## src/sv/itoa_pkg.sv

```systemverilog
// ----------------------------------------------------------------------------
// itoa_pkg
// Shared types, codes and helpers for the integer to ASCII digit converter.
// ----------------------------------------------------------------------------
package itoa_pkg;

  localparam int unsigned VALUE_W  = 64;
  localparam int unsigned FUNC_W   = 3;
  localparam int unsigned SIZE_W   = 2;
  localparam int unsigned CHAR_W   = 8;
  localparam int unsigned DIGIT_W  = 4;
  localparam int unsigned BCD_DIGS = 20;
  localparam int unsigned DREG_W   = BCD_DIGS * DIGIT_W;
  localparam int unsigned CNT_W    = 7;

  // conversion codes
  localparam logic [FUNC_W-1:0] FUNC_BIN = 3'd0;
  localparam logic [FUNC_W-1:0] FUNC_OCT = 3'd1;
  localparam logic [FUNC_W-1:0] FUNC_SDEC = 3'd2;
  localparam logic [FUNC_W-1:0] FUNC_UDEC = 3'd3;
  localparam logic [FUNC_W-1:0] FUNC_HEXL = 3'd4;
  localparam logic [FUNC_W-1:0] FUNC_HEXU = 3'd5;

  // size codes
  localparam logic [SIZE_W-1:0] SIZE_8  = 2'd0;
  localparam logic [SIZE_W-1:0] SIZE_16 = 2'd1;
  localparam logic [SIZE_W-1:0] SIZE_32 = 2'd2;
  localparam logic [SIZE_W-1:0] SIZE_64 = 2'd3;

  localparam logic [CHAR_W-1:0] CHAR_MINUS = 8'h2D;
  localparam logic [CHAR_W-1:0] CHAR_ZERO  = 8'h30;
  localparam logic [CHAR_W-1:0] CHAR_A_UP  = 8'h41;
  localparam logic [CHAR_W-1:0] CHAR_A_LO  = 8'h61;

  // digit slots per radix once loaded into the digit register
  localparam logic [CNT_W-1:0] SLOTS_BIN = 7'd64;
  localparam logic [CNT_W-1:0] SLOTS_OCT = 7'd22;
  localparam logic [CNT_W-1:0] SLOTS_HEX = 7'd16;
  localparam logic [CNT_W-1:0] SLOTS_DEC = 7'd20;
  localparam logic [CNT_W-1:0] DABBLE_STEPS = 7'd64;

  typedef struct packed {
    logic [FUNC_W-1:0]  func;
    logic               sign;
    logic [VALUE_W-1:0] mag;
  } item_t;

  function automatic logic [CHAR_W-1:0] digit_char(input logic [DIGIT_W-1:0] d,
                                                   input logic upper);
    logic [CHAR_W-1:0] base;
    if (d < 4'd10) begin
      digit_char = CHAR_ZERO + {4'b0, d};
    end else begin
      base = upper ? CHAR_A_UP : CHAR_A_LO;
      digit_char = base + {4'b0, d - 4'd10};
    end
  endfunction

endpackage

```

## src/sv/itoa_front.sv

```systemverilog
// ----------------------------------------------------------------------------
// itoa_front
// Accepts items, masks the operand to its size, takes the magnitude of
// negative 32- and 64-bit signed decimal values, drops unknown conversion codes.
// ----------------------------------------------------------------------------
module itoa_front import itoa_pkg::*; (
  input  logic               in_valid_i,
  output logic               in_ready_o,
  input  logic [FUNC_W-1:0]  func_i,
  input  logic [SIZE_W-1:0]  size_code_i,
  input  logic [VALUE_W-1:0] value_i,
  output logic               push_valid_o,
  input  logic               push_ready_i,
  output item_t              push_item_o
);

  logic [VALUE_W-1:0] mask;
  logic [VALUE_W-1:0] masked;
  logic               sign_bit;
  logic               neg;
  logic               func_ok;

  always_comb begin
    case (size_code_i)
      SIZE_8: begin
        mask = {{(VALUE_W-8){1'b0}}, {8{1'b1}}};
        sign_bit = 1'b0;
      end
      SIZE_16: begin
        mask = {{(VALUE_W-16){1'b0}}, {16{1'b1}}};
        sign_bit = 1'b0;
      end
      SIZE_32: begin
        mask = {{(VALUE_W-32){1'b0}}, {32{1'b1}}};
        sign_bit = value_i[31];
      end
      default: begin
        mask = {VALUE_W{1'b1}};
        sign_bit = value_i[VALUE_W-1];
      end
    endcase
  end

  assign masked  = value_i & mask;
  assign func_ok = (func_i <= FUNC_HEXU);
  assign neg     = (func_i == FUNC_SDEC) && sign_bit;

  // the most negative value negates to itself, which is already its magnitude
  assign push_item_o.func = func_i;
  assign push_item_o.sign = neg;
  assign push_item_o.mag  = neg ? ((~masked + 64'd1) & mask) : masked;

  assign push_valid_o = in_valid_i && func_ok;
  assign in_ready_o   = push_ready_i;

endmodule

```

## src/sv/itoa_fifo.sv

```systemverilog
// ----------------------------------------------------------------------------
// itoa_fifo
// Two-entry queue of classified items between the front and back parts.
// ----------------------------------------------------------------------------
module itoa_fifo import itoa_pkg::*; (
  input  logic  clk_i,
  input  logic  rst_ni,
  input  logic  push_valid_i,
  output logic  push_ready_o,
  input  item_t push_item_i,
  output logic  pop_valid_o,
  input  logic  pop_ready_i,
  output item_t pop_item_o
);

  item_t      mem_q [2];
  logic       wr_ptr_q, wr_ptr_d;
  logic       rd_ptr_q, rd_ptr_d;
  logic [1:0] count_q, count_d;
  logic       push, pop;

  assign push_ready_o = (count_q != 2'd2);
  assign pop_valid_o  = (count_q != 2'd0);
  assign pop_item_o   = mem_q[rd_ptr_q];

  assign push = push_valid_i && push_ready_o;
  assign pop  = pop_valid_o && pop_ready_i;

  always_comb begin
    wr_ptr_d = push ? ~wr_ptr_q : wr_ptr_q;
    rd_ptr_d = pop ? ~rd_ptr_q : rd_ptr_q;
    count_d  = count_q + {1'b0, push} - {1'b0, pop};
  end

  always_ff @(posedge clk_i or negedge rst_ni) begin
    if (!rst_ni) begin
      wr_ptr_q <= 1'b0;
      rd_ptr_q <= 1'b0;
      count_q  <= 2'd0;
    end else begin
      wr_ptr_q <= wr_ptr_d;
      rd_ptr_q <= rd_ptr_d;
      count_q  <= count_d;
    end
  end

  always_ff @(posedge clk_i) begin
    if (push) begin
      mem_q[wr_ptr_q] <= push_item_i;
    end
  end

endmodule

```

## src/sv/itoa_back.sv

```systemverilog
// ----------------------------------------------------------------------------
// itoa_back
// Converts one item at a time: double dabble for decimal, then leading zero
// skip and one character per cycle into the output register when it is free.
// ----------------------------------------------------------------------------
module itoa_back import itoa_pkg::*; (
  input  logic              clk_i,
  input  logic              rst_ni,
  input  logic              pop_valid_i,
  output logic              pop_ready_o,
  input  item_t             pop_item_i,
  output logic              out_valid_o,
  input  logic              out_ready_i,
  output logic [CHAR_W-1:0] char_out_o,
  output logic              last_o,
  output logic              negative_o
);

  typedef enum logic [4:0] {
    S_IDLE   = 5'b00001,
    S_DABBLE = 5'b00010,
    S_SKIP   = 5'b00100,
    S_SIGN   = 5'b01000,
    S_EMIT   = 5'b10000
  } state_e;

  state_e             state_q, state_d;
  logic [FUNC_W-1:0]  func_q, func_d;
  logic               sign_q, sign_d;
  logic [VALUE_W-1:0] bin_q, bin_d;
  logic [DREG_W-1:0]  dig_q, dig_d;
  logic [CNT_W-1:0]   cnt_q, cnt_d;

  logic               out_valid_q, out_valid_d;
  logic [CHAR_W-1:0]  char_q, char_d;
  logic               last_q, last_d;
  logic               neg_q, neg_d;

  logic               slot_free;
  logic [DIGIT_W-1:0] top_digit;
  logic [DREG_W-1:0]  dig_shift;
  logic [DREG_W-1:0]  dig_adj;
  logic               is_dec;

  assign slot_free   = !out_valid_q || out_ready_i;
  assign pop_ready_o = (state_q == S_IDLE);
  assign is_dec      = (pop_item_i.func == FUNC_SDEC) || (pop_item_i.func == FUNC_UDEC);

  // top digit and one-digit shift depend on the radix
  always_comb begin
    case (func_q)
      FUNC_BIN: begin
        top_digit = {3'b000, dig_q[DREG_W-1]};
        dig_shift = {dig_q[DREG_W-2:0], 1'b0};
      end
      FUNC_OCT: begin
        top_digit = {1'b0, dig_q[DREG_W-1 -: 3]};
        dig_shift = {dig_q[DREG_W-4:0], 3'b000};
      end
      default: begin
        top_digit = dig_q[DREG_W-1 -: DIGIT_W];
        dig_shift = {dig_q[DREG_W-DIGIT_W-1:0], {DIGIT_W{1'b0}}};
      end
    endcase
  end

  // add 3 to every bcd digit of 5 or more before each shift
  always_comb begin
    for (int i = 0; i < BCD_DIGS; i++) begin
      dig_adj[i*DIGIT_W +: DIGIT_W] = (dig_q[i*DIGIT_W +: DIGIT_W] >= 4'd5)
                                    ? dig_q[i*DIGIT_W +: DIGIT_W] + 4'd3
                                    : dig_q[i*DIGIT_W +: DIGIT_W];
    end
  end

  always_comb begin
    state_d     = state_q;
    func_d      = func_q;
    sign_d      = sign_q;
    bin_d       = bin_q;
    dig_d       = dig_q;
    cnt_d       = cnt_q;
    out_valid_d = out_valid_q && !out_ready_i;
    char_d      = char_q;
    last_d      = last_q;
    neg_d       = neg_q;

    case (state_q)
      S_IDLE: begin
        if (pop_valid_i) begin
          func_d = pop_item_i.func;
          sign_d = pop_item_i.sign;
          if (is_dec) begin
            bin_d   = pop_item_i.mag;
            dig_d   = '0;
            cnt_d   = DABBLE_STEPS;
            state_d = S_DABBLE;
          end else begin
            case (pop_item_i.func)
              FUNC_BIN: begin
                dig_d = {pop_item_i.mag, {(DREG_W-VALUE_W){1'b0}}};
                cnt_d = SLOTS_BIN;
              end
              FUNC_OCT: begin
                // 22 octal digits span 66 bits
                dig_d = {2'b00, pop_item_i.mag, {(DREG_W-VALUE_W-2){1'b0}}};
                cnt_d = SLOTS_OCT;
              end
              default: begin
                dig_d = {pop_item_i.mag, {(DREG_W-VALUE_W){1'b0}}};
                cnt_d = SLOTS_HEX;
              end
            endcase
            state_d = S_SKIP;
          end
        end
      end
      S_DABBLE: begin
        dig_d = {dig_adj[DREG_W-2:0], bin_q[VALUE_W-1]};
        bin_d = {bin_q[VALUE_W-2:0], 1'b0};
        cnt_d = cnt_q - 7'd1;
        if (cnt_q == 7'd1) begin
          cnt_d   = SLOTS_DEC;
          state_d = S_SKIP;
        end
      end
      S_SKIP: begin
        // drop leading zeros but keep at least one digit
        if (cnt_q != 7'd1 && top_digit == '0) begin
          dig_d = dig_shift;
          cnt_d = cnt_q - 7'd1;
        end else begin
          state_d = sign_q ? S_SIGN : S_EMIT;
        end
      end
      S_SIGN: begin
        if (slot_free) begin
          out_valid_d = 1'b1;
          char_d      = CHAR_MINUS;
          last_d      = 1'b0;
          neg_d       = 1'b1;
          state_d     = S_EMIT;
        end
      end
      S_EMIT: begin
        if (slot_free) begin
          out_valid_d = 1'b1;
          char_d      = digit_char(top_digit, func_q == FUNC_HEXU);
          last_d      = (cnt_q == 7'd1);
          neg_d       = sign_q;
          dig_d       = dig_shift;
          cnt_d       = cnt_q - 7'd1;
          if (cnt_q == 7'd1) begin
            state_d = S_IDLE;
          end
        end
      end
      default: begin
        state_d = S_IDLE;
      end
    endcase
  end

  always_ff @(posedge clk_i or negedge rst_ni) begin
    if (!rst_ni) begin
      state_q     <= S_IDLE;
      out_valid_q <= 1'b0;
    end else begin
      state_q     <= state_d;
      out_valid_q <= out_valid_d;
    end
  end

  always_ff @(posedge clk_i) begin
    func_q <= func_d;
    sign_q <= sign_d;
    bin_q  <= bin_d;
    dig_q  <= dig_d;
    cnt_q  <= cnt_d;
    char_q <= char_d;
    last_q <= last_d;
    neg_q  <= neg_d;
  end

  assign out_valid_o = out_valid_q;
  assign char_out_o  = char_q;
  assign last_o      = last_q;
  assign negative_o  = neg_q;

endmodule

```

## src/sv/integer_to_ascii_digits.sv

```systemverilog
// ----------------------------------------------------------------------------
// integer_to_ascii_digits
// Integer to ASCII conversion in binary, octal, decimal and hex, one
// character per output item, most significant digit first.
// ----------------------------------------------------------------------------
//  channel | handshake              | payload
//  in      | in_valid_i/in_ready_o  | func_i, size_code_i, value_i
//  out     | out_valid_o/out_ready_i| char_out_o, last_o, negative_o
//
//  an item waits in a two-entry queue; the back part takes one at a time
//  decimal: double dabble, then zero skip and emit; binary, octal and hex:
//  zero skip and emit only; a '-' is emitted first for a negative value,
//  idle takes the next item from the queue; unknown codes are dropped
//  out_ready_i low holds the back part; the front stalls only on a full queue
//  reset is asynchronous, active low, and empties queue and output register
module integer_to_ascii_digits import itoa_pkg::*; (
  input  logic               clk_i,
  input  logic               rst_ni,
  input  logic               in_valid_i,
  output logic               in_ready_o,
  input  logic [FUNC_W-1:0]  func_i,
  input  logic [SIZE_W-1:0]  size_code_i,
  input  logic [VALUE_W-1:0] value_i,
  output logic               out_valid_o,
  input  logic               out_ready_i,
  output logic [CHAR_W-1:0]  char_out_o,
  output logic               last_o,
  output logic               negative_o
);

  logic  push_valid, push_ready;
  item_t push_item;
  logic  pop_valid, pop_ready;
  item_t pop_item;

  itoa_front u_front (
    .in_valid_i   (in_valid_i),
    .in_ready_o   (in_ready_o),
    .func_i       (func_i),
    .size_code_i  (size_code_i),
    .value_i      (value_i),
    .push_valid_o (push_valid),
    .push_ready_i (push_ready),
    .push_item_o  (push_item)
  );

  itoa_fifo u_fifo (
    .clk_i        (clk_i),
    .rst_ni       (rst_ni),
    .push_valid_i (push_valid),
    .push_ready_o (push_ready),
    .push_item_i  (push_item),
    .pop_valid_o  (pop_valid),
    .pop_ready_i  (pop_ready),
    .pop_item_o   (pop_item)
  );

  itoa_back u_back (
    .clk_i       (clk_i),
    .rst_ni      (rst_ni),
    .pop_valid_i (pop_valid),
    .pop_ready_o (pop_ready),
    .pop_item_i  (pop_item),
    .out_valid_o (out_valid_o),
    .out_ready_i (out_ready_i),
    .char_out_o  (char_out_o),
    .last_o      (last_o),
    .negative_o  (negative_o)
  );

endmodule
```

## config.mk

```make
export PLATFORM = sky130hd
export DESIGN_NAME = integer_to_ascii_digits
export DESIGN_NICKNAME = d
export VERILOG_FILES = /design/src/sv/itoa_pkg.sv /design/src/sv/itoa_front.sv /design/src/sv/itoa_fifo.sv /design/src/sv/itoa_back.sv /design/src/sv/integer_to_ascii_digits.sv
export SDC_FILE = /design/constraint.sdc
export NUM_CORES = 1
export LEC_CHECK = 0
export BUFFER_PORTS_ARGS = -buffer_cell sky130_fd_sc_hd__clkbuf_2
export CORE_MARGIN = 5
export CORE_UTILIZATION = 45
export CTS_BUF_LIST = sky130_fd_sc_hd__clkbuf_16
export DETAILED_ROUTE_END_ITERATION = 12
export GPL_TIMING_DRIVEN = 0
export PLACE_DENSITY_LB_ADDON = 0.08
export REMOVE_ABC_BUFFERS = 1
export SYNTH_ARGS = -nofsm -noshare
export SYNTH_HDL_FRONTEND = slang
export SYNTH_SLANG_ARGS = --single-unit
```

## constraint.sdc

```tcl
create_clock -name clk_i -period 11.5 [get_ports clk_i]
set_input_delay 1.725 -clock clk_i [delete_from_list [all_inputs] [get_ports clk_i]]
set_output_delay 1.725 -clock clk_i [all_outputs]
set_load 0.03 [all_outputs]
```

# ---- Word-level counts from Yosys, hierarchy flattened
# Memory sizes are Yosys's and may differ from the RTL's.
# Cells that the tools add are included.
dict set report word_totals {
  output_inout_bits 12
  wordCells 182
  latchBits 0
  memories 1
  rom_bits 0
  mem_bits_rw 136
  inputBits 73
  regBits 175
}
# name depth word_bits read_ports rd_ports_with_merged_regs write_ports line_no
set mem_list {}
lappend mem_list {u_fifo.mem_q 2 68 1 0 1 itoa_fifo.sv:16} ;# item_t mem_q [2];
dict set report op_classes {
  add_sub_neg 27
  muxes 65
  n_shift 0
  div 0
  n_lt_le_gt_ge 22
  multipliers 0
  n_reduce_logical 25
  n_eq_ne 24
  bitwise_logic 5
}
# op count
set ops {}
lappend ops {{80-bit two-way mux} 5}
lappend ops {{80-bit case mux with 4 select lines} 1}
lappend ops {{64-bit two-way mux} 3}
lappend ops {{64-bit case mux with 3 select lines} 1}
lappend ops {{80-bit case mux with 2 select lines} 1}
lappend ops {{64-bit AND} 2}
lappend ops {{64-bit case mux with 2 select lines} 1}
lappend ops {{4-bit by 3-bit >= comparator with 1-bit output (second input constant)} 20}
lappend ops {{4-bit by 2-bit adder with 4-bit output (second input constant)} 19}
lappend ops {{4-bit two-way mux} 19}
lappend ops {{64-bit by 1-bit adder with 64-bit output (second input constant)} 1}
lappend ops {{64-bit NOT} 1}
lappend ops {{5-bit two-way mux} 7}
lappend ops {{7-bit two-way mux} 5}
lappend ops {{7-bit case mux with 4 select lines} 1}
lappend ops {{5-bit case mux with 5 select lines} 1}
lappend ops {{8-bit two-way mux} 3}
lappend ops {{8-bit case mux with 2 select lines} 1}
lappend ops {{2-bit by 1-bit != test with 1-bit output (second input constant)} 7}
lappend ops {{7-bit case mux with 2 select lines} 1}
lappend ops {{3-bit by 2-bit == test with 1-bit output (second input constant)} 3}
lappend ops {{8-bit by 4-bit adder with 8-bit output} 1}
lappend ops {{1-bit two-way mux} 8}
lappend ops {{4-bit case mux with 2 select lines} 1}
lappend ops {{other kinds (37)} 55}

# ---- Logic depth before layout (Yosys ltp)
dict set report depth {
  depth_word 7
  mapped_depth 10
}

# ---- Hierarchy
# Synthesis repeated with hierarchy kept, for this count alone.
dict set report hier_totals {
  cells_unflattened 1817
  hier_area_um2 18854.3
}
# mod area_each_um2 instances seq_area_each_um2 cells_each
set by_module_without_submodules {}
lappend by_module_without_submodules {itoa_back 11491.0 1 5076.1 1221}
lappend by_module_without_submodules {itoa_fifo 5146.2 1 4184.0 229}
lappend by_module_without_submodules {itoa_front 2217.1 1 0.0 367}

# ---- Worst setup path before layout
# Ideal clock, no wire load.
dict set report synth_timing {
  path_type {in2reg}
  startpoint {input port out_ready_i}
  endpoint {register u_back.cnt_q[0], enable pin}
  path_slack_ns 2.491
  stages 3
  t_arrival_ns 8.347
  cell_sequence {nand2b_1 o21ai_1 a211oi_1}
}
dict set report synth_between {
  elab_chain_len 3
}
# element line_no
set synth_rtl {}
lappend synth_rtl {{start: declaration} integer_to_ascii_digits.sv:25} ;# input logic out_ready_i,
lappend synth_rtl {{1-bit logical OR} itoa_back.sv:45} ;# assign slot_free = !out_valid_q || out_ready_i;
lappend synth_rtl {{2-bit by 1-bit != test with 1-bit output (no line)} --}
lappend synth_rtl {{4-bit AND reduction (no line)} --}
lappend synth_rtl {{end signal: assignment} itoa_back.sv:179} ;# cnt_q <= cnt_d;
lappend synth_rtl {{end: declaration} itoa_back.sv:32} ;# logic [CNT_W-1:0] cnt_q, cnt_d;
# No other way between the ends.
# A chain may end at the register's enable or synchronous reset.

==> results_dict.tcl <==
set metrics [dict create \
    yosysMostFrequentCell "edfxtp_1" \
    diodes 0 \
    grt_overflow 0 \
    vias 14198 \
    post-route-util_pct 51.4 \
    wire_per_inst_um 20.3 \
    worst-path-max-fanout 36 \
    place_area_um2 20500 \
    hold_viol_final 0 \
    async_reset_ff_share_pct 3.23 \
    hold_buffers 0 \
    synth_top_cells_by_area "edfxtp_1, mux2i_1, mux4_2" \
    synth_edf_count 300 \
    cts_buffers 37 \
    drt_pass1_iterations 5 \
    grt_max_degree 99 \
    io_pins 85 \
    syn_inst 1775 \
    max_stage_delay_ns 1.17 \
    grt_pass1_wl_mm 77.6 \
    drc 0 \
    place_hpwl_mm 33.6 \
    antenna_found_initial 0 \
    grt_pass1_vias 13987 \
    dp_slack_ns 5.49 \
    period_share_pct 48.9 \
    clk_latency_ns 0.55 \
    synth_commonest_cells "edfxtp_1, nor2_1, a21oi_1" \
    die_x_um 217 \
    rows 75 \
    clk_path_buf_depth 3 \
    ys_seq_elements 310 \
    drtIter0Drc 1138 \
    postCtsResizedCells 0 \
    slowest_stage "nor4b_1" \
    cts_root_buf "clkbuf_16" \
    final-setup-viol-count 0 \
    end_kind "flip-flop" \
    power_density_nw_per_um2 291 \
    syn_avg_cell_area_um2 10.9 \
    grtUsageTotal_pct 20.4 \
    p_leak_nw 7.84 \
    final_nets 1929 \
    drive_above_1_share_pct 13.7 \
    wl_mm 48.3 \
    critPathKind "input pin to flip-flop" \
    postRouteAntennaNets 0 \
    tightest_slew_ns 1.23 \
    place.gp.congestion 0.870 \
    min_period_ns 5.62 \
    synthToLayoutAreaGrowth_pct 12.4 \
    worst_slack_ns 5.88 \
    core_area_um2 42200 \
    fmax_mhz 178 \
    hold_path_class "flip-flop to flip-flop" \
    cts_tree "yes" \
    synth_ff_type "edfxtp_1" \
    max_cap_violations 0 \
    post_cts_buffers 0 \
    synth_cell_type_count 66 \
    die-area_um2 47100 \
    path_clk_slew_ns 0.05 \
    drv_slew 0 \
    critical_path_arrival_ns 5.88 \
    synth_area_leader_cell "edfxtp_1" \
    outcome "finished clean" \
    skew_ns 0.0188 \
    ys_warn_count 0 \
    htreeDepth 2 \
    design_area_um2 21700 \
    start_kind "input pin" \
    cts.sinks 310 \
    synth_top_area_share_pct 46.7 \
    synth-seq-area-share_pct 48.0 \
    worstPathCellList "clkbuf_2, clkinv_1, nor4b_1, nand2_2, buf_12, inv_1, o21ai_0, xor2_1, nor2_1" \
    viasPerCell 5.98 \
    slew_headroom_pct 18.0 \
    rsz0062_at_grt "no" \
    dieHeight_um 217 \
    ir_drop_uv 161 \
    syn_area_um2 19300 \
    required_ns 11.76 \
    start_util_pct 45.7 \
    portBuffers 83 \
]
-- sequential cells by signal, summed over array words and instances, names as in the netlist --
register	flops
u_fifo.mem_q	136
u_back.dig_q	80
u_back.bin_q	64
u_back.char_out_o	7
u_back.cnt_q	7
u_back.state_q	5
u_back.func_q	3
u_fifo.count_q	2
u_back.last_o	1
u_back.negative_o	1
u_back.out_valid_o	1
u_back.sign_q	1
u_fifo.rd_ptr_q	1
u_fifo.wr_ptr_q	1
-- critical path, delay by kind of cell --
family | cells | cell delay, ns
xor+xnor | 1 | 0.19
simple gates | 3 | 1.76
compound gates | 1 | 0.27
buf+inv | 4 | 1.91
-- metrics by stage --
stage	power [mW]	hold WS, ns	TNS [ns]	instances
detailed placement	5.22	0.508	0	2308
global route	6.79	0.543	0	2376
finish	6.31	0.525	0	2376
global placement	5.08	0.480	-629.86	2285
floorplan	4.42	0.460	0	1663
CTS	6.38	0.525	0	2376
-- metal layers --
layer,GRT usage (%),wire length (um),up-vias
met3,3.03,2630,65
met2,31.2,21500,370
li1,-,-,6805
met1,30.4,23100,6958
met4,5.71,1010,0
met5,0,0,-
-- power by group --
group          switching [mW]  total, mW  internal [mW]  leakage, nW
clock                   0.475       1.14          0.661        0.591
sequential              0.425       2.30           1.87         2.98
combinational            1.62       2.88           1.26         4.27
total                    2.52       6.31           3.80         7.84
-- cell families after synthesis --
logic type,share of synthesized area (%)
and+or+nand+nor,12.4
AOI/OAI and AO/OA,14.0
DFF,48.0
muxes,14.7
buffers and inverters,3.71
xor gates and xnor gates,4.04
adders and majority gates,3.11
other,0.0194
-- worst paths after layout --
check | from | to | slack, ns | depth (start not counted)
setup / recovery | size_code_i[1] | u_fifo.mem_q[1][14] | 5.88 | 9
hold / removal | u_back.bin_q[49] | u_back.bin_q[50] | 0.52 | 2
max in group asynchronous | rst_ni | u_back.state_q[0] | 10.19 | 1
setup reg to reg | u_back.func_q[0] | u_back.dig_q[57] | 7.64 | 10
hold reg to reg | u_back.bin_q[49] | u_back.bin_q[50] | 0.52 | 2
min in group asynchronous | rst_ni | u_back.out_valid_o | 1.04 | 1
-- cells in the final DEF (no fill, tap or decap), drive strengths merged, types with 31 or more instances in the layout --
master / netlist / layout
o221ai: 63 / 63
mux4: 61 / 61
ha: 48 / 48
edfxtp: 300 / 300
a21oi: 169 / 169
clkbuf: 69 / 122
nor2: 188 / 188
nor3b: 31 / 31
nand2: 162 / 162
xnor2: 66 / 66
mux2i: 142 / 142
o21ai: 118 / 118
inv: 55 / 61
-- area by class of cell --
| type | count | area, um^2 |
|---|---|---|
| Timing Repair Buffer | 106 | 968 |
| Fill cell | 3817 | 20500 |
| Inverter | 56 | 210 |
| Clock inverter | 29 | 201 |
| Sequential cell | 310 | 9260 |
| Clock buffer | 39 | 976 |
| Multi-Input combinational cell | 1297 | 9390 |
| Tap cell | 539 | 674 |
Note: power is estimated with default switching activity, not from simulation.
